<file path="config.mk">
export PLATFORM = sky130hd
export DESIGN_NAME = tcd_front
export DESIGN_NICKNAME = d
export VERILOG_FILES = /design/src/design/tcd_pkg.sv /design/src/design/tcd_front.sv
export SDC_FILE = /design/constraint.sdc
export NUM_CORES = 1
export LEC_CHECK = 0
export BUFFER_PORTS_ARGS = -buffer_cell sky130_fd_sc_hd__buf_4
export CAP_MARGIN = 20
export CORE_MARGIN = 3
export CORE_UTILIZATION = 45
export CTS_BUF_LIST = sky130_fd_sc_hd__clkbuf_8
export DETAILED_ROUTE_END_ITERATION = 8
export GPL_TIMING_DRIVEN = 0
export PLACE_DENSITY = 0.81
export SLEW_MARGIN = 10
export SYNTH_ARGS = -nofsm -noshare
export SYNTH_HDL_FRONTEND = slang
export SYNTH_SLANG_ARGS = --single-unit
</file>
<file path="constraint.sdc">
create_clock -name i_clk -period 4.8 [get_ports i_clk]
set_input_delay 0.48 -clock i_clk [delete_from_list [all_inputs] [get_ports i_clk]]
set_output_delay 0.48 -clock i_clk [all_outputs]
set_load 0.05 [all_outputs]
</file>
<file path="src/design/tcd_pkg.sv">
// Shared types and constants of the tile change detector.
`timescale 1ns / 1ps

package tcd_pkg;

    // Store geometry.
    localparam int MAX_TILES      = 256;
    localparam int MAX_TILE_WORDS = 512;
    localparam int FRAME_DEPTH    = MAX_TILES * MAX_TILE_WORDS;
    localparam int FS_AW          = $clog2(FRAME_DEPTH);

    // Field widths.
    localparam int TILE_W  = 8;
    localparam int WORD_W  = 9;
    localparam int PIX_W   = 64;
    localparam int BE_W    = PIX_W / 8;
    localparam int AGE_W   = 8;
    localparam int WPT_W   = 10;
    localparam int CNT_W   = 9;

    // Configuration port.
    localparam int CFG_IDX_W  = 2;
    localparam int CFG_DATA_W = 10;
    localparam logic [CFG_IDX_W-1:0] REG_WORDS_PER_TILE = CFG_IDX_W'(0);
    localparam logic [CFG_IDX_W-1:0] REG_TILE_COUNT     = CFG_IDX_W'(1);
    localparam logic [WPT_W-1:0]     CFG_WPT_RESET      = WPT_W'(512);
    localparam logic [CNT_W-1:0]     CFG_COUNT_RESET    = CNT_W'(0);

    // Age value given to a tile that changed.
    localparam logic [AGE_W-1:0] AGE_CHANGED = AGE_W'(8'h80);

    // Queue between the front and the back.
    localparam int Q_DEPTH = 4;
    localparam int Q_AW    = $clog2(Q_DEPTH);

    // Result queue at the output.
    localparam int OUT_DEPTH = 4;
    localparam int OUT_AW    = $clog2(OUT_DEPTH);

    typedef struct packed {
        logic [TILE_W-1:0] tile_index;
        logic [WORD_W-1:0] word_index;
        logic [PIX_W-1:0]  pixel_word;
        logic [BE_W-1:0]   byte_enable;
        logic              last_word;
    } t_tcd_in;

    typedef struct packed {
        logic [TILE_W-1:0] done_tile;
        logic              changed;
        logic [AGE_W-1:0]  new_age;
    } t_tcd_out;

    // One classified word waiting for the back part.
    typedef struct packed {
        logic [FS_AW-1:0]  addr;
        logic [TILE_W-1:0] tile;
        logic [PIX_W-1:0]  pix;
        logic [BE_W-1:0]   be;
        logic              wr_ok;
        logic              last;
    } t_tcd_work;

    typedef struct packed {
        logic full;
        logic empty;
    } t_tcd_q_status;

    typedef struct packed {
        logic clearing;
        logic pop;
    } t_tcd_back_status;

endpackage

</file>
<file path="src/design/tcd_front.sv">
// Configuration registers and word classification ahead of the queue.
`timescale 1ns / 1ps

module tcd_front (
    input  logic                         i_clk,
    input  logic                         i_rst_n,
    input  logic                         i_cfg_valid,
    output logic                         o_cfg_ready,
    input  logic [tcd_pkg::CFG_IDX_W-1:0]  i_cfg_index,
    input  logic [tcd_pkg::CFG_DATA_W-1:0] i_cfg_data,
    input  logic                         i_in_valid,
    output logic                         o_in_ready,
    input  tcd_pkg::t_tcd_in             i_in_data,
    input  tcd_pkg::t_tcd_q_status       i_q_status,
    input  tcd_pkg::t_tcd_back_status    i_back_status,
    output logic                         o_push,
    output tcd_pkg::t_tcd_work           o_push_data
);
    import tcd_pkg::*;

    localparam int PROD_W = TILE_W + WPT_W;

    logic [WPT_W-1:0]  r_words_per_tile;
    logic [CNT_W-1:0]  r_tile_count;
    logic [WPT_W-1:0]  wpt_eff;
    logic [CNT_W-1:0]  limit;
    logic [PROD_W-1:0] prod;
    logic              tile_in_use;
    logic              word_in_tile;

    assign o_cfg_ready = 1'b1;

    always_ff @(posedge i_clk) begin
        if (!i_rst_n) begin
            r_words_per_tile <= CFG_WPT_RESET;
            r_tile_count     <= CFG_COUNT_RESET;
        end else if (i_cfg_valid) begin
            unique case (i_cfg_index)
                REG_WORDS_PER_TILE: r_words_per_tile <= i_cfg_data[WPT_W-1:0];
                REG_TILE_COUNT:     r_tile_count     <= i_cfg_data[CNT_W-1:0];
                default: ;
            endcase
        end
    end

    // Oversized settings saturate at the store geometry.
    assign wpt_eff = (r_words_per_tile > WPT_W'(MAX_TILE_WORDS)) ?
                     WPT_W'(MAX_TILE_WORDS) : r_words_per_tile;
    assign limit   = (r_tile_count > CNT_W'(MAX_TILES)) ? CNT_W'(MAX_TILES) : r_tile_count;

    assign tile_in_use  = (CNT_W'(i_in_data.tile_index) < limit);
    assign word_in_tile = (WPT_W'(i_in_data.word_index) < wpt_eff);

    assign prod = {{WPT_W{1'b0}}, i_in_data.tile_index} * {{TILE_W{1'b0}}, wpt_eff};

    assign o_in_ready = !i_q_status.full && !i_back_status.clearing;
    // Words of tiles beyond the count in use are dropped right here.
    assign o_push     = i_in_valid && o_in_ready && tile_in_use;

    always_comb begin
        o_push_data.addr  = FS_AW'(prod + PROD_W'(i_in_data.word_index));
        o_push_data.tile  = i_in_data.tile_index;
        o_push_data.pix   = i_in_data.pixel_word;
        o_push_data.be    = i_in_data.byte_enable;
        o_push_data.wr_ok = word_in_tile;
        o_push_data.last  = i_in_data.last_word;
    end

endmodule

</file>
== Word level (Yosys, flattened, before mapping) ==
Index checks and enable logic that the tools add are counted.

* Multiplexer cells: 2
* Order comparisons: 4
* $add $sub $neg: 1
* $mul: 1
* Reductions and logical operators: 8
* Eq/ne operators: 1

{| class="wikitable"
|+ Operators with widths
! cell !! count
|-
| $add 17x9->17 || 1
|-
| $mul 8x10->17 || 1
|-
| $gt 10x10->1 const B || 1
|-
| $lt 9x10->1 || 1
|-
| $mux 10 || 1
|-
| $gt 9x9->1 const B || 1
|-
| $lt 8x9->1 || 1
|-
| $mux 9 || 1
|-
| $reduce_and 2->1 || 2
|-
| $logic_and 1x1->1 || 3
|-
| $eq 2x1->1 const B || 1
|-
| $logic_not 1->1 || 2
|-
| $logic_not 2->1 || 1
|}

* Logic and storage cells: 19
* Input port bits: 110
* Bits in registers: 19

== Depth between registers and ports, before layout ==
* Depth in word-level cells: 4
* Depth in mapped cells: 19
* Depth with buffers taken out: 18

== Worst setup path after synthesis ==
No wires, ideal clock.

* Path type: reg-to-output
* From: register r_words_per_tile[5]
* To: output o_push_data[95] (netlist bit)
* Cell stages (with the launch flop): 19
* Path slack: -0.755 ns
* Arrival time: 5.075 ns
* Data required time: 4.320 ns
* Path buffers: 0
* Cells stage by stage: dfxtp_1 -> nor4_1 -> nand2_1 -> o41ai_2 -> and2_1 -> nand2_1 -> fa_1 -> inv_1 -> fa_1 -> fa_1 -> inv_1 -> fa_1 -> inv_1 -> ha_1 -> o211ai_1 -> a21oi_1 -> o2111ai_1 -> a31oi_1 -> xor2_1

{| class="wikitable"
|+ RTL lines
! item !! line !! RTL
|-
| start, declared || tcd_front.sv:23 || <nowiki>logic [WPT_W-1:0] r_words_per_tile;</nowiki>
|-
| start signal, assigned || tcd_front.sv:39 || <nowiki>REG_WORDS_PER_TILE: r_words_per_tile <= i_cfg_data[WPT_W-1:0];</nowiki>
|-
| end, declared || tcd_front.sv:17 || <nowiki>output tcd_pkg::t_tcd_work o_push_data</nowiki>
|}

==> run metrics <==
status finished with violations; failing checks negative setup slack; Pint 0.470 mW; Top FF cell, synth dfxtp_1; WHS Path Cells 3; post-synth top area share 23.7%; final cycle utilization of the critical path 117%; Worst-path clk slew 70 ps; antenna violations before repair 0; Sink Count 19; r2r worst-path depth 3; Post-synth ARST share 0%; Avg Cell Area, Syn 8.35 um^2; Yosys warnings 0; Cells after Synth 566; setup TNS -6860 ps; most common cell after layout, fill and taps aside buf_4; 1st-iter DRT viols 102; Clock Skew 0 ps; Min-Delay Startpoint i_cfg_data[9]; antenna diode count 0; startpoint types flop; clk root buf clkbuf_8; Worst VDD drop 0.138 mV; critical path type flop to output pin; Routed wire per std cell 13.5 um; sequential area share after synthesis 8.05%; PortBufs 135; grt ovf 0; fin area 6540 um^2; HP Class input pin to flop; cts hold-fix bufs 0; Total GRT Usage 19.4%; Area contributors post-synth fa_1 24%, ha_1 14%, buf_4 13%, dfxtp_1 8.0%, inv_1 7.5%; Netlist cell types 43; fin. max-slew vios 0; end of the worst hold path r_words_per_tile[9]; most frequent cells in the layout 215 x buf_4, 91 x inv_1, 54 x fa_1; final setup vio count 11; Net Sw Frac 47.2%; Max-slew headroom 64.6%; TritonCTS buffer count 3; sequential power share 18.9%; critical path buffer and inverter count 4; Hold Vio Cnt, Final 0; #FFs+latches synth 19; dpl ws -916 ps; CP max FO 4; Worst Setup End Kind output pin; r2r setup slk 3640 ps; HPWL after detailed placement 9590 um; core area 10000 um^2; CTS tree done; Net Switching 0.420 mW; PwrDens 136 nW/um^2; Final WS setup -800 ps; Arr. time, crit path 5120 ps; vias post-DR 4,091; vias per cell 4.82; Post-synth EDFFs 0; die height 108 um; Finished Layout Cells 848; fmax 0.179 GHz; part of the power in combinational logic 69.1%; critical register-to-register path startpoint r_words_per_tile[9]; FF-to-FF End r_words_per_tile[9]; row count 36; nets@finish 934; synthesized area 4730 um^2; Worst EP required 4320 ps; Critical Path Max Stage Delay 510 ps; crit path cell chain nor4_4 > nand2_2 > o41ai_4 > and2_4 > nand2_4 > fa_1 > inv_1 > fa_1 > inv_2 > fa_1 > fa_1 > inv_2 > ha_4 > a21o_1 > a21oi_4 > a21oi_4 > o41ai_4 > xnor2_2 > buf_6; wire length of the first global-routing pass 18,900 um; final WL 11,500 um; gpl congestion 0.842; CP dominant cell by count fa_1; DRT Pass-1 Iters 4; Yosys top cell by area fa_1; area grow syn2layout 38.4%; Clk pwr share 12.0%; Die X 108 um; full die area 11,800 um^2; Cells after DPL 834; Routed Antenna Nets 0; Critical-path top delay cell fa_1; Leak Pwr 3.40 nW; Clk Latency, worst-skew pair 250 ps; worst slew pin tran 531 ps; clock buffer depth 2; RSZ-0062 raised after global routing yes; Initial Utilization 47.3%; layout cells sized above 1 42.5%; synthesized netlist net count 784; IO Count 212; Max Cap Viol 0; delay-heaviest family, CP adder cells; largest net degree at the start of global routing 13; number of global-route vias before repair 4,300; drc violations 0; H-tree Lvls 1; post-placement cell area 6180 um^2; min Tclk post-route 5600 ps
sequential cells by signal, summed over array words and instances (netlist names):
signal and flops:
r_tile_count 9, r_words_per_tile 10
Yosys cell counts, types with 2 or more instances:
library cell / n
dfxtp_1: 19
o21ai_0: 2
nand4_1: 3
xor2_1: 3
xnor2_1: 10
nor3_1: 2
nor2b_1: 29
a21oi_1: 14
o211ai_1: 3
and2_1: 40
inv_2: 4
and3_1: 10
buf_2: 4
o41ai_2: 3
nor2_1: 19
mux2i_1: 20
clkbuf_1: 9
o21ai_1: 4
buf_4: 83
fa_1: 56
nand2_1: 40
inv_1: 95
ha_1: 52
a31oi_1: 3
nand3_1: 4
buf_1: 2
a21o_1: 5
nand2b_1: 13
per-layer routing:
layer | global-route usage, % | wire length [um] | up-vias | share of wire [%]
li1 | - | - | 1966 | -
met1 | 22.9 | 4340 | 1988 | 38
met2 | 38.6 | 6420 | 124 | 56
met3 | 1.73 | 614 | 13 | 5.3
met4 | 2.43 | 105 | 0 | 0.91
met5 | 0 | 0 | - | 0
worst max path at each step:
stage | startpoint | to | slack [ps] | cells past startpoint
2_1_floorplan | r_words_per_tile[6] | o_push_data[98] | -350 | 18
3_3_place_gp | r_words_per_tile[9] | o_push_data[95] | -800 | 17
3_5_place_dp | r_words_per_tile[9] | o_push_data[95] | -920 | 17
4_1_cts | r_words_per_tile[8] | o_push_data[98] | -830 | 19
5_1_grt | r_words_per_tile[8] | o_push_data[98] | -990 | 19
6_report | r_words_per_tile[8] | o_push_data[98] | -800 | 19
per-stage QoR:
stage / hold slack, ps / utilization (%) / power [mW]
floorplan: 487 / - / 0.600
detailed placement: 514 / 61.8 / 0.750
CTS: 445 / 64.7 / 0.885
finish: 454 / 65.4 / 0.891
global placement: 504 / 61.8 / 0.738
global route: 444 / 65.4 / 0.943
cell type report:
| type | count | area [um^2] |
|---|---|---|
| timing repair buffer | 145 | 1150 |
| inverter | 99 | 372 |
| multi-input combinational | 350 | 3710 |
| sequential | 19 | 388 |
| tap | 133 | 166 |
| fill | 843 | 3460 |
| clock buffer | 3 | 41.3 |
| buffer | 98 | 708 |
| clock inverter | 1 | 3.75 |
timing repair:
| item | 4_1_cts | 5_1_grt |
|---|---|---|
| gates cloned | 0 | 0 |
| pin swaps | 18 | 10 |
| resized for setup | 35 | 20 |
| setup endpoints to repair | 12 | 12 |
| setup buffers | 9 | 1 |
tightest hold or removal path: stages:
cell,delay [ps]
buf_4,80
mux2i_1,50
nand2_1,60
kinds of logic (layout without fill, tap and decap cells):
logic type               after synthesis  in the layout  share of synthesized area (%)
flip-flops                            19             19                           8.05
XOR/XNOR                              13             13                           2.41
AO/OA/AOI/OAI                         41             41                           6.30
AND/OR/NAND/NOR                      166            166                           18.9
adder cells (fa/ha/maj)              108            108                           37.5
buffers and inverters                197            346                           22.3
other                                  1              1                         0.0793
multiplexers                          21             21                           4.47
power groups by stage:
| stage | sequential [mW] | clock (mW) | combinational [mW] |
|---|---|---|---|
| final | 0.168 | 0.107 | 0.615 |
| after global routing | 0.169 | 0.117 | 0.657 |
| after CTS | 0.168 | 0.108 | 0.608 |
| after detailed placement | 0.172 | 0 | 0.577 |
| after global placement | 0.172 | 0 | 0.566 |
| after floorplan | 0.170 | 0 | 0.430 |
Power figures use the tool's default switching activity.
