File: src/design/tcd_pkg.sv
// Shared types and constants of the tile change detector.
`timescale 1ns / 1ps

package tcd_pkg;

    // Store geometry.
    localparam int MAX_TILES      = 256;
    localparam int MAX_TILE_WORDS = 512;
    localparam int FRAME_DEPTH    = MAX_TILES * MAX_TILE_WORDS;
    localparam int FS_AW          = $clog2(FRAME_DEPTH);

    // Field widths.
    localparam int TILE_W  = 8;
    localparam int WORD_W  = 9;
    localparam int PIX_W   = 64;
    localparam int BE_W    = PIX_W / 8;
    localparam int AGE_W   = 8;
    localparam int WPT_W   = 10;
    localparam int CNT_W   = 9;

    // Configuration port.
    localparam int CFG_IDX_W  = 2;
    localparam int CFG_DATA_W = 10;
    localparam logic [CFG_IDX_W-1:0] REG_WORDS_PER_TILE = CFG_IDX_W'(0);
    localparam logic [CFG_IDX_W-1:0] REG_TILE_COUNT     = CFG_IDX_W'(1);
    localparam logic [WPT_W-1:0]     CFG_WPT_RESET      = WPT_W'(512);
    localparam logic [CNT_W-1:0]     CFG_COUNT_RESET    = CNT_W'(0);

    // Age value given to a tile that changed.
    localparam logic [AGE_W-1:0] AGE_CHANGED = AGE_W'(8'h80);

    // Queue between the front and the back.
    localparam int Q_DEPTH = 4;
    localparam int Q_AW    = $clog2(Q_DEPTH);

    // Result queue at the output.
    localparam int OUT_DEPTH = 4;
    localparam int OUT_AW    = $clog2(OUT_DEPTH);

    typedef struct packed {
        logic [TILE_W-1:0] tile_index;
        logic [WORD_W-1:0] word_index;
        logic [PIX_W-1:0]  pixel_word;
        logic [BE_W-1:0]   byte_enable;
        logic              last_word;
    } t_tcd_in;

    typedef struct packed {
        logic [TILE_W-1:0] done_tile;
        logic              changed;
        logic [AGE_W-1:0]  new_age;
    } t_tcd_out;

    // One classified word waiting for the back part.
    typedef struct packed {
        logic [FS_AW-1:0]  addr;
        logic [TILE_W-1:0] tile;
        logic [PIX_W-1:0]  pix;
        logic [BE_W-1:0]   be;
        logic              wr_ok;
        logic              last;
    } t_tcd_work;

    typedef struct packed {
        logic full;
        logic empty;
    } t_tcd_q_status;

    typedef struct packed {
        logic clearing;
        logic pop;
    } t_tcd_back_status;

endpackage

File: src/design/tcd_queue.sv
// Short word queue between the classifying front and the store back end.
`timescale 1ns / 1ps

module tcd_queue (
    input  logic              i_clk,
    input  logic              i_rst_n,
    input  logic              i_push,
    input  tcd_pkg::t_tcd_work i_push_data,
    input  logic              i_pop,
    output tcd_pkg::t_tcd_work o_head,
    output tcd_pkg::t_tcd_q_status o_status
);
    import tcd_pkg::*;

    t_tcd_work         r_mem [Q_DEPTH];
    logic [Q_AW-1:0]   r_wr, r_rd;
    logic [Q_AW:0]     r_cnt;
    logic [Q_AW:0]     n_cnt;

    always_comb begin
        n_cnt = r_cnt;
        if (i_push && !i_pop) begin
            n_cnt = r_cnt + 1'b1;
        end else if (!i_push && i_pop) begin
            n_cnt = r_cnt - 1'b1;
        end
    end

    always_ff @(posedge i_clk) begin
        if (!i_rst_n) begin
            r_wr  <= '0;
            r_rd  <= '0;
            r_cnt <= '0;
        end else begin
            if (i_push) begin
                r_wr <= r_wr + 1'b1;
            end
            if (i_pop) begin
                r_rd <= r_rd + 1'b1;
            end
            r_cnt <= n_cnt;
        end
    end

    always_ff @(posedge i_clk) begin
        if (i_push) begin
            r_mem[r_wr] <= i_push_data;
        end
    end

    assign o_head         = r_mem[r_rd];
    assign o_status.full  = (r_cnt == (Q_AW + 1)'(Q_DEPTH));
    assign o_status.empty = (r_cnt == '0);

endmodule

File: config.mk
export PLATFORM = sky130hd
export DESIGN_NAME = tcd_queue
export DESIGN_NICKNAME = d
export VERILOG_FILES = /design/src/design/tcd_pkg.sv /design/src/design/tcd_queue.sv
export SDC_FILE = /design/constraint.sdc
export NUM_CORES = 1
export LEC_CHECK = 0
export ABC_CLOCK_PERIOD_IN_PS = 7700
export BUFFER_PORTS_ARGS = -buffer_cell sky130_fd_sc_hd__buf_4
export CAP_MARGIN = 40
export CORE_MARGIN = 1.5
export CORE_UTILIZATION = 60
export CTS_CLUSTER_SIZE = 16
export DETAILED_ROUTE_END_ITERATION = 6
export GPL_TIMING_DRIVEN = 0
export PLACE_DENSITY = 0.85
export SLEW_MARGIN = 40
export SYNTH_ARGS = -nofsm -noshare
export SYNTH_HDL_FRONTEND = slang
export SYNTH_SLANG_ARGS = --single-unit
export TNS_END_PERCENT = 1
File: constraint.sdc
create_clock -name i_clk -period 7.7 [get_ports i_clk]
set_clock_uncertainty 0.2 [all_clocks]
set_input_delay 0.77 -clock i_clk [delete_from_list [all_inputs] [get_ports i_clk]]
set_output_delay 0.77 -clock i_clk [all_outputs]
set_load 0.01 [all_outputs]
# [Word-level counts from Yosys, hierarchy flattened]
# Memories as Yosys holds them, arrays and structs flattened. A register that Yosys moved wholly into a read port is not among the register bits.
# Index checks and enable logic that the tools add are counted.
[word_totals] mem_count=1 output_inout_bits=101 wordCells=21 input_bits=103 register_bits=7 mem_bits_ro=0 mem_bits_rw=396 latchBits=0
[classes] multipliers=0 order_cmp=0 n_addsub=4 bitwise=0 n_eq_ne=1 n_reduce_logical=6 n_mux=6 div_mod_pow=0 shifts=0
[mem_list] name="r_mem" words=4 word_bits=99 rd=1 rd_clocked_by_memory_dff=1 write_ports=1 line="tcd_queue.sv:15" text="t_tcd_work r_mem [Q_DEPTH];"
[op_table] operator="$mux W3" count=2
[op_table] operator="$add A2 B1 Y2 const B" count=2
[op_table] operator="$mux W2" count=2
[op_table] operator="$add A3 B1 Y3 const B" count=1
[op_table] operator="$eq A3 B3 Y1 const B" count=1
[op_table] operator="$logic_not A3 Y1" count=1
[op_table] operator="$sub A3 B1 Y3 const B" count=1
[op_table] operator="$logic_and A1 B1 Y1" count=2
[op_table] operator="$logic_not A1 Y1" count=2
[op_table] operator="$mux W1" count=2
[op_table] operator="$reduce_bool A2 Y1" count=1

# [Longest topological paths before layout]
# Gate-level depths: netlist of the first run.
[depth] word_depth=4 ltp_mapped=7 mapped_depth_nobuf=7

# [Least setup slack after synthesis of the first run]
# OpenSTA, ideal clock, no wires.
[synth_timing] path_kind="in2reg" from="in i_push" to="mem r_mem[0][0] (netlist name) (enable)" stages=1 arrival_time_ns=3.057 required_ns=7.031 slack_ns=3.975 setup_time_ns=0.469 path_buffers=0 cell_sequence="and2_1"
[synth_between] elab_chain_cells=2
[synth_rtl] item="from (decl)" line="tcd_queue.sv:7" text="input logic i_push,"
[synth_rtl] item="$mux W1" line="tcd_queue.sv:46" text="if (i_push) begin"
[synth_rtl] item="$mux W1 (implied by the code)" line="tcd_queue.sv:47" text="r_mem[r_wr] <= i_push_data;"
[synth_rtl] item="to (decl)" line="tcd_queue.sv:15"
# No other way between the ends.

==> results of run 1 <==
critical path, cell delays in order, from the launching register on:
cell	delay (ns)
sky130_fd_sc_hd__dfxtp_1	0.30
sky130_fd_sc_hd__buf_2	0.29
sky130_fd_sc_hd__clkbuf_1	0.60
sky130_fd_sc_hd__mux4_2	0.42
sky130_fd_sc_hd__buf_4	0.17
stage by stage:
step	instance area (µm²)	std cells	setup WS, ns	hold WS [ns]
floorplan	14700	560	3.97	0.272
global placement	16600	1087	2.38	0.285
detailed placement	16800	1095	4.95	0.378
CTS	18000	1163	4.39	0.225
global route	18000	1163	4.34	0.226
finish	18000	1163	4.43	0.247
Yosys cell counts (all sizes together):
library cell,instances
o21ai,1
nand2,1
fa,1
buf,14
xor2,3
ha,5
a21boi,1
nor3b,1
mux2i,2
or3,1
edfxtp,396
xnor2,2
mux4,99
inv,4
and2,9
clkbuf,8
nor2b,2
nor3,1
dfxtp,9
per-layer routing:
layer | routed length, µm | global-route usage [%] | part of all wire [%] | vias up
li1 | - | - | - | 2916
met1 | 10300 | 28.1 | 36 | 3471
met2 | 15300 | 40.1 | 54 | 263
met3 | 2210 | 5.44 | 7.7 | 56
met4 | 811 | 8.28 | 2.8 | 0
met5 | 0 | 0 | 0 | -
sequential cells by signal, summed over array words and instances (netlist names), named ones only:
signal	cells
r_cnt	3
r_mem	396
r_rd	2
r_wr	2
layout make-up:
| type | instances | area share, % |
|---|---|---|
| inverters | 4 | 0.0832 |
| clock inverters | 16 | 0.860 |
| repair buffers | 211 | 9.34 |
| clock buffers | 52 | 6.03 |
| multi-input cells | 129 | 13.8 |
| flip-flops and latches | 405 | 66.9 |
| plain buffers | 22 | 0.714 |
| well taps | 324 | 2.25 |
cell families after synthesis:
| kind of cell | after synthesis | share of synthesized area (%) |
|---|---|---|
| xor gates and xnor gates | 5 | 0.298 |
| adders and majority gates | 6 | 0.562 |
| buffers and inverters | 26 | 0.979 |
| AOI/OAI and AO/OA | 2 | 0.0851 |
| DFF | 405 | 82.1 |
| muxes | 101 | 15.3 |
| and+or+nand+nor | 15 | 0.621 |
power by group:
part / total [mW] / internal [mW] / leakage (nW) / switching, mW
sequential: 2.56 / 2.53 / 3.71 / 0.0296
clock: 1.83 / 1.09 / 0.607 / 0.744
combinational: 0.540 / 0.277 / 1.80 / 0.263
how the worst max path moves through the flow:
stage / slack, ns / start / end
6_report: 4.43 / flip-flop / o_head[35]
5_1_grt: 4.34 / flip-flop / o_head[41]
4_1_cts: 4.39 / flip-flop / o_head[35]
3_5_place_dp: 4.95 / flip-flop / o_head[35]
3_3_place_gp: 2.38 / i_push / r_mem[0][75]
2_1_floorplan: 3.97 / i_push / r_mem[0][0]
==> results.json, run 1 <==
{
  "status": "completed",
  "final_layout_size_suffix_gt1_share_pct": 45.6,
  "critPathMaxFanout": 10,
  "max_cap_violations": 0,
  "number_of_sinks_on_the_clock_net": 405,
  "syn_std_cell_area_um2": 14700,
  "gp_congestion": 0.732,
  "layout_common_cells": "sky130_fd_sc_hd__edfxtp_1, sky130_fd_sc_hd__buf_4, sky130_fd_sc_hd__mux4_2, sky130_fd_sc_hd__clkbuf_16, sky130_fd_sc_hd__clkbuf_1",
  "vias": 6706,
  "totalPowerFinal_mw": 4.94,
  "drcViolationCount": 0,
  "grt_total_ovfl": 0,
  "average_via_count_per_standard_cell": 5.77,
  "post-cts-setup-buffers": 0,
  "synthesis.instances": 560,
  "port_buffers": 203,
  "ctsLongestPathBuffers": 3,
  "crit_arrival_ns": 2.30,
  "worst-r2r-setup-slack_ns": 5.71,
  "instance_count_along_the_most_critical_hold_path": 1,
  "postSynthRegisterBits": 405,
  "synthDominantAreaCellType": "sky130_fd_sc_hd__edfxtp_1",
  "yosysWarnings": 0,
  "cp_data_required_time_ns": 6.73,
  "report.final.hold_viol_count": 0,
  "grt_pass1_vias": 7388,
  "worstSetupEndpointType": "primary output",
  "fp.dieArea_um2": 25400,
  "timing.setup.critical_path_class": "reg2out",
  "avgRoutedWirePerCell_um": 24.6,
  "most_area_consuming_cells_after_synthesis": "sky130_fd_sc_hd__edfxtp_1, sky130_fd_sc_hd__mux4_2, sky130_fd_sc_hd__dfxtp_1, sky130_fd_sc_hd__ha_1, sky130_fd_sc_hd__and2_1",
  "timing.final.crit_share_pct": 42.5,
  "postLayoutCoreUtil_pct": 74.6,
  "drtIter0Drc": 441,
  "yosysSeqAreaShare_pct": 82.1,
  "timing.slew.headroom_pct": 51.3,
  "post_cts_resize_count": 0,
  "firstDrtPassIters": 5,
  "regToRegStartpoint": "r_wr[0]",
  "wl_um": 28600,
  "mostFrequentLayoutCell": "sky130_fd_sc_hd__edfxtp_1",
  "largest_net_degree_at_the_start_of_global_routing": 40,
  "ctsRootBufferMaster": "sky130_fd_sc_hd__clkbuf_16",
  "min-delay-start": "i_push_data[95]",
  "maximum_achievable_frequency_mhz": 306,
  "final-max-slew-violation-count": 0,
  "multi_input_combinational_cell_area_um2": 2490,
  "cell_depth_of_the_worst_flop_to_flop_path": 4,
  "start_kind": "flip-flop",
  "p_leak_nw": 6.12,
  "cts_made_buffers": 39,
  "die_y_um": 160,
  "grt_antenna_before_repair": 0,
  "setup-tns-final_ns": 0,
  "synth.top_cell.area_share_pct": 80.9,
  "synth.avg_cell_area_um2": 26.2,
  "total_of_endpoints_with_negative_setup_slack_in_the_final_report": 0,
  "htreeDepth": 2,
  "layout.filler_cells": 1271,
  "area.growth.synth_to_final_pct": 22.7,
  "design.core.area_um2": 24200,
  "cts_tree": "yes",
  "antenna_left": 0,
  "ff_latch_area_um2": 12100,
  "whs_endpoint": "r_mem[2][95]",
  "worst_setup_hold_path_clk_slew_ns": 0.07,
  "worstMarginPinSlew_ns": 0.731,
  "synthDistinctLibCells": 22,
  "rsz0062_at_grt": "no",
  "half_perimeter_wire_length_of_the_detailed_placement_result_um": 17800,
  "floorplan.io_pins": 204,
  "design.final.nets": 921,
  "cts.hold.buffers_added": 0,
  "synth.net_count": 669,
  "gr-usage-all-layers_pct": 22.9,
  "number_of_rows_created_at_floorplan": 57,
  "start_util_pct": 60.8,
  "die_w_um": 160,
  "final_period_demand_of_the_worst_path_ns": 3.27,
  "grt_first_pass_wirelength_um": 42700,
  "antenna-diode-count": 0,
  "power.density_cell_area_nw_per_um2": 274,
  "worst_r2r_endpoint": "r_mem[0][63]",
  "worst_skew_pair.late_latency_ns": 0.51,
  "min_path_type": "in2reg",
  "worst_ir_drop_vdd_mv": 0.234
}
Note: power is estimated with default switching activity, not from simulation.
==> inputs of run 2 (changes only) <==
--- a/config.mk
+++ b/config.mk
@@ -5,15 +5,15 @@
 export SDC_FILE = /design/constraint.sdc
 export NUM_CORES = 1
 export LEC_CHECK = 0
-export ABC_CLOCK_PERIOD_IN_PS = 7700
+export ABC_CLOCK_PERIOD_IN_PS = 3250
 export BUFFER_PORTS_ARGS = -buffer_cell sky130_fd_sc_hd__buf_4
 export CAP_MARGIN = 40
 export CORE_MARGIN = 1.5
-export CORE_UTILIZATION = 60
+export CORE_UTILIZATION = 57
 export CTS_CLUSTER_SIZE = 16
 export DETAILED_ROUTE_END_ITERATION = 6
 export GPL_TIMING_DRIVEN = 0
-export PLACE_DENSITY = 0.85
+export PLACE_DENSITY = 0.81
 export SLEW_MARGIN = 40
 export SYNTH_ARGS = -nofsm -noshare
 export SYNTH_HDL_FRONTEND = slang
==> constraint.sdc (replaced) <==
create_clock -name i_clk -period 3.25 [get_ports i_clk]
set_clock_uncertainty 0.2 [all_clocks]
set_input_delay 0.325 -clock i_clk [delete_from_list [all_inputs] [get_ports i_clk]]
set_output_delay 0.325 -clock i_clk [all_outputs]
set_load 0.01 [all_outputs]
==> run 2 against run 1 <==
Effect of this change:
- worst hold slack improved by 0.10 ns
- non-clock buffer count is 107 higher
- routed wire length grew 6.2%
- sequential share of layout area decreased by 4.0 points
- sequential power is 140% higher
- critical path type unchanged
==> results.json, run 2 (same netlist as run 1, synthesis figures left out) <==
{
  "critPathMaxFanout": 10,
  "number_of_sinks_on_the_clock_net": 405,
  "timing.final.ws_setup_ns": 0.420,
  "grt_first_pass_wirelength_um": 45800,
  "min_path_type": "in2reg",
  "average_via_count_per_standard_cell": 5.64,
  "timing.final.crit_share_pct": 87.1,
  "gp_congestion": 0.736,
  "postLayoutCoreUtil_pct": 75.9,
  "status": "completed",
  "worstSetupEndpointType": "primary output",
  "die_y_um": 164,
  "worst_setup_hold_path_clk_slew_ns": 0.06,
  "htreeDepth": 2,
  "number_of_rows_created_at_floorplan": 58,
  "instance_count_along_the_most_critical_hold_path": 2,
  "grt_antenna_before_repair": 1,
  "layout_common_cells": "sky130_fd_sc_hd__edfxtp_1, sky130_fd_sc_hd__buf_4, sky130_fd_sc_hd__dlygate4sd3_1, sky130_fd_sc_hd__mux4_2, sky130_fd_sc_hd__clkbuf_16",
  "start_kind": "flip-flop",
  "avgRoutedWirePerCell_um": 23.7,
  "cell_depth_of_the_worst_flop_to_flop_path": 5,
  "cts_made_buffers": 40,
  "ctsLongestPathBuffers": 3,
  "largest_reg_flops": 396,
  "cts_tree": "yes",
  "timing.setup.critical_path_class": "reg2out",
  "final-max-slew-violation-count": 0,
  "total_of_endpoints_with_negative_setup_slack_in_the_final_report": 0,
  "design.final.nets": 1029,
  "wl_um": 30300,
  "cp_data_required_time_ns": 2.72,
  "registers.top_by_ff_count": "r_mem",
  "final_period_demand_of_the_worst_path_ns": 2.83,
  "largest_net_degree_at_the_start_of_global_routing": 33,
  "die_w_um": 164,
  "grt_total_ovfl": 0,
  "grt_pass1_vias": 7882,
  "post-cts-setup-buffers": 0,
  "worst_ir_drop_vdd_mv": 0.539,
  "drcViolationCount": 0,
  "largestRegisters": "r_mem (396), r_cnt (3)",
  "place_ws_ns": 0.940,
  "final_layout_size_suffix_gt1_share_pct": 40.6,
  "totalPowerFinal_mw": 11.9,
  "post_cts_resize_count": 0,
  "worst_skew_pair.late_latency_ns": 0.51,
  "report.final.hold_viol_count": 0,
  "design.core.area_um2": 25300,
  "layout.filler_cells": 1297,
  "antenna_left": 0,
  "port_buffers": 203,
  "floorplan.io_pins": 204,
  "half_perimeter_wire_length_of_the_detailed_placement_result_um": 17500,
  "numPlacedInstances": 1105,
  "gr-usage-all-layers_pct": 23.2,
  "mostFrequentLayoutCell": "sky130_fd_sc_hd__edfxtp_1",
  "ctsRootBufferMaster": "sky130_fd_sc_hd__clkbuf_16",
  "setup-tns-final_ns": 0,
  "final_cell_count_no_fill": 1280,
  "max_cap_violations": 0,
  "p_leak_nw": 6.59,
  "power.density_cell_area_nw_per_um2": 623,
  "worstMarginPinSlew_ns": 0.688,
  "fp.dieArea_um2": 26800,
  "start_util_pct": 58.2,
  "area.growth.synth_to_final_pct": 30.5,
  "drtIter0Drc": 708,
  "firstDrtPassIters": 6,
  "fin_area_um2": 19200,
  "timing.slew.headroom_pct": 54.2,
  "placed_area_um2": 16900,
  "vias": 7219,
  "worst_hold_slack_ns": 0.352,
  "crit_arrival_ns": 2.31,
  "maximum_achievable_frequency_mhz": 353,
  "cts.hold.buffers_added": 103,
  "rsz0062_at_grt": "no"
}
run 2: changes by cell type in the layout (fill, tap and decap cells not counted):
cell,change
sky130_fd_sc_hd__clkbuf_8,-2
sky130_fd_sc_hd__inv_6,+2
sky130_fd_sc_hd__dlygate4sd3_1,+103
sky130_fd_sc_hd__clkinvlp_4,-1
sky130_fd_sc_hd__clkinv_2,-2
sky130_fd_sc_hd__buf_12,+4
sky130_fd_sc_hd__bufinv_16,+1
sky130_fd_sc_hd__clkbuf_1,+5
sky130_fd_sc_hd__diode_2,+1
run 2: final timing paths:
check / from / to / slack, ns
worst max-delay path: flip-flop / o_head[38] / 0.42
worst min-delay path: i_push_data[47] / r_mem[1][47] / 0.35
worst max register to register: r_wr[0] / r_mem[2][19] / 1.23
worst min register to register: r_cnt[2] / r_cnt[2] / 0.36
run 2: power breakdown:
part / internal (mW) / total [mW] / switching (mW)
Combinational: 0.748 / 1.40 / 0.656
Sequential: 6.00 / 6.07 / 0.0722
Clock: 2.64 / 4.46 / 1.82
run 2: final cells by class:
| class | count | area (µm²) | area share [%] |
|---|---|---|---|
| sequential | 405 | 12100 | 62.9 |
| timing repair buffer | 318 | 2800 | 14.6 |
| multi-input combinational | 129 | 2490 | 13.0 |
| clock buffer | 55 | 1080 | 5.62 |
| tap | 330 | 413 | 2.15 |
| clock inverter | 16 | 185 | 0.965 |
| buffer | 22 | 129 | 0.672 |
| inverter | 4 | 15.0 | 0.0783 |
| antenna | 1 | 2.50 | 0.0130 |
run 2: per-layer routing:
layer | vias up | track usage, % | wire, µm | part of all wire [%]
li1 | 3127 | - | - | -
met1 | 3730 | 30.0 | 11600 | 38
met2 | 311 | 40.2 | 15800 | 52
met3 | 51 | 5.38 | 2280 | 7.5
met4 | 0 | 5.99 | 647 | 2.1
met5 | - | 0 | 0 | 0
run 2: worst max-delay path, stage by stage (launching register included):
cell	delay [ns]
sky130_fd_sc_hd__dfxtp_1	0.30
sky130_fd_sc_hd__buf_2	0.28
sky130_fd_sc_hd__clkbuf_1	0.57
sky130_fd_sc_hd__mux4_2	0.45
sky130_fd_sc_hd__buf_4	0.17
==> inputs of run 3 (changes only) <==
--- a/config.mk
+++ b/config.mk
@@ -8,8 +8,10 @@
 export ABC_CLOCK_PERIOD_IN_PS = 3250
 export BUFFER_PORTS_ARGS = -buffer_cell sky130_fd_sc_hd__buf_4
 export CAP_MARGIN = 40
+export CELL_PAD_IN_SITES_DETAIL_PLACEMENT = 1
+export CELL_PAD_IN_SITES_GLOBAL_PLACEMENT = 2
 export CORE_MARGIN = 1.5
-export CORE_UTILIZATION = 57
+export CORE_UTILIZATION = 45
 export CTS_CLUSTER_SIZE = 16
 export DETAILED_ROUTE_END_ITERATION = 6
 export GPL_TIMING_DRIVEN = 0
==> run 3 against run 2 <==
Effect of this change:
- critical path depth stayed put
- combinational power barely moved
- flip-flop and latch count unchanged
- cell count rose by 8.6%
- register-to-register slack improved by 0.07 ns
- critical path type unchanged
- largest power group unchanged
==> results.json, run 3 (same netlist as run 1, synthesis figures left out) <==
{
  "total_of_endpoints_with_negative_setup_slack_in_the_final_report": 0,
  "ctsRootBufferMaster": "sky130_fd_sc_hd__clkbuf_16",
  "cell_depth_of_the_worst_flop_to_flop_path": 5,
  "port_buffers": 203,
  "instance_count_along_the_most_critical_hold_path": 2,
  "max_cap_violations": 0,
  "design.core.area_um2": 31900,
  "grt_util_met3_pct": 3.84,
  "whs_endpoint": "r_cnt[2]",
  "final_layout_size_suffix_gt1_share_pct": 40.8,
  "fin_area_um2": 19400,
  "fp.dieArea_um2": 33700,
  "cp_slowest_stage_delay_ns": 0.60,
  "drtIter0Drc": 389,
  "grt_first_pass_wirelength_um": 49400,
  "min_path_type": "reg2reg",
  "mostFrequentLayoutCell": "sky130_fd_sc_hd__edfxtp_1",
  "layout_common_cells": "sky130_fd_sc_hd__edfxtp_1, sky130_fd_sc_hd__buf_4, sky130_fd_sc_hd__dlygate4sd3_1, sky130_fd_sc_hd__mux4_2, sky130_fd_sc_hd__clkbuf_16",
  "grt_use_met2_pct": 35.4,
  "grt_most_used_layer": "met2",
  "postLayoutCoreUtil_pct": 60.9,
  "grt_total_ovfl": 0,
  "layout.filler_cells": 2679,
  "gp_congestion": 0.720,
  "largest_net_degree_at_the_start_of_global_routing": 37,
  "design.final.nets": 1031,
  "die_y_um": 184,
  "wl_um": 32000,
  "clock_share_of_power_pct": 38.9,
  "timing.final.crit_share_pct": 87.2,
  "switching_power_mw": 2.62,
  "avgRoutedWirePerCell_um": 23.0,
  "worst_ir_drop_vdd_mv": 0.493,
  "timing.slew.headroom_pct": 51.6,
  "ff_latch_area_um2": 12100,
  "crit_arrival_ns": 2.31,
  "number_of_sinks_on_the_clock_net": 405,
  "area.growth.synth_to_final_pct": 32.2,
  "comb_power_share_pct": 11.6,
  "cts_made_buffers": 42,
  "worstMarginPinSlew_ns": 0.726,
  "worst_setup_hold_path_clk_slew_ns": 0.06,
  "ctsLongestPathBuffers": 3,
  "p_leak_nw": 6.66,
  "multi_input_combinational_cell_area_um2": 2490,
  "largestRegisters": "r_mem (396), r_cnt (3)",
  "critPathMaxFanout": 10,
  "power_report.internal_total_mw": 9.64,
  "critical_path_buf_inv_count": 3,
  "start_kind": "flip-flop",
  "critical-path-top-delay-family": "buffers and inverters",
  "rsz0062_at_grt": "no",
  "die_w_um": 184,
  "post-cts-setup-buffers": 0,
  "p_sw_share_pct": 21.4,
  "worst-r2r-setup-slack_ns": 1.30,
  "cts_tree": "yes",
  "grt_antenna_before_repair": 0,
  "gr-usage-all-layers_pct": 19.5,
  "vias": 7177,
  "half_perimeter_wire_length_of_the_detailed_placement_result_um": 18600,
  "min-delay-start": "r_cnt[2]",
  "floorplan.io_pins": 204,
  "cp_data_required_time_ns": 2.72,
  "maximum_achievable_frequency_mhz": 353,
  "global_routing_usage_on_met1_pct": 23.9,
  "power.density_cell_area_nw_per_um2": 631,
  "htreeDepth": 2,
  "totalPowerFinal_mw": 12.3,
  "worst_r2r_endpoint": "r_mem[0][61]",
  "firstDrtPassIters": 4,
  "final-max-slew-violation-count": 0,
  "drcViolationCount": 0,
  "place_ws_ns": 0.948,
  "status": "completed",
  "timing.final.ws_setup_ns": 0.415,
  "largest_reg_flops": 396,
  "power_share_of_the_sequential_group_pct": 49.5,
  "critical_path.cell_chain": "buf_2 > clkbuf_1 > mux4_2 > buf_4",
  "antenna-diode-count": 0,
  "final_period_demand_of_the_worst_path_ns": 2.83,
  "average_via_count_per_standard_cell": 5.16,
  "placed_area_um2": 17000,
  "number_of_rows_created_at_floorplan": 65,
  "timing.setup.critical_path_class": "reg2out",
  "grt_pass1_vias": 8516,
  "critPathSlowestCell": "sky130_fd_sc_hd__clkbuf_1",
  "antenna_left": 0,
  "registers.top_by_ff_count": "r_mem",
  "worstSetupEndpointType": "primary output",
  "regToRegStartpoint": "r_wr[0]",
  "start_util_pct": 46.1,
  "worst_skew_pair.late_latency_ns": 0.51,
  "report.final.hold_viol_count": 0
}
run 3: worst min-delay path, stage by stage (launching register included):
cell,delay [ns]
sky130_fd_sc_hd__dfxtp_1,0.33
sky130_fd_sc_hd__o21ai_0,0.08
sky130_fd_sc_hd__a21boi_0,0.08
run 3: worst max-delay path by stage:
stage | start | end | slack [ns] | depth (start not counted)
after floorplan | r_wr[0] | r_mem[2][0] | -0.25 | 3
after global routing | flip-flop | o_head[74] | 0.32 | 4
after CTS | flip-flop | o_head[89] | 0.37 | 4
after global placement | r_wr[0] | r_mem[1][64] | -1.88 | 2
after detailed placement | flip-flop | o_head[4] | 0.95 | 4
final | flip-flop | o_head[3] | 0.42 | 4
run 3: metrics by stage:
step	hold slack (ns)	instances	setup TNS, ns
finish	0.334	1390	0
global route	0.336	1390	0
CTS	0.321	1390	0
detailed placement	0.313	1210	0
global placement	0.290	1198	-554.24
floorplan	0.224	560	-70.02
run 3: final cells by class:
cell class | instances | area share, %
plain buffers | 22 | 0.663
clock buffers | 60 | 6.19
clock inverters | 17 | 0.934
inverters | 4 | 0.0773
multi-input cells | 129 | 12.8
flip-flops and latches | 405 | 62.1
well taps | 435 | 2.80
repair buffers | 318 | 14.4
run 3: routing by layer:
layer / routed length (µm) / share of wire (%)
met5: 0 / 0
met4: 547 / 1.7
met3: 1650 / 5.2
met2: 17300 / 54
met1: 12500 / 39
run 3: power by group through the flow:
stage	clock network, mW	logic, mW	registers, mW
2_1_floorplan	0	0.653	6.16
3_3_place_gp	0	1.23	6.18
3_5_place_dp	0	1.32	6.17
4_1_cts	4.87	1.44	6.07
5_1_grt	5.03	1.52	6.09
6_report	4.78	1.42	6.07
run 3: what timing repair did:
item / 4_1_cts / 5_1_grt
resized for setup: 0 / 0
endpoints found under the hold margin: 405 / 0
hold buffers: 103 / 0
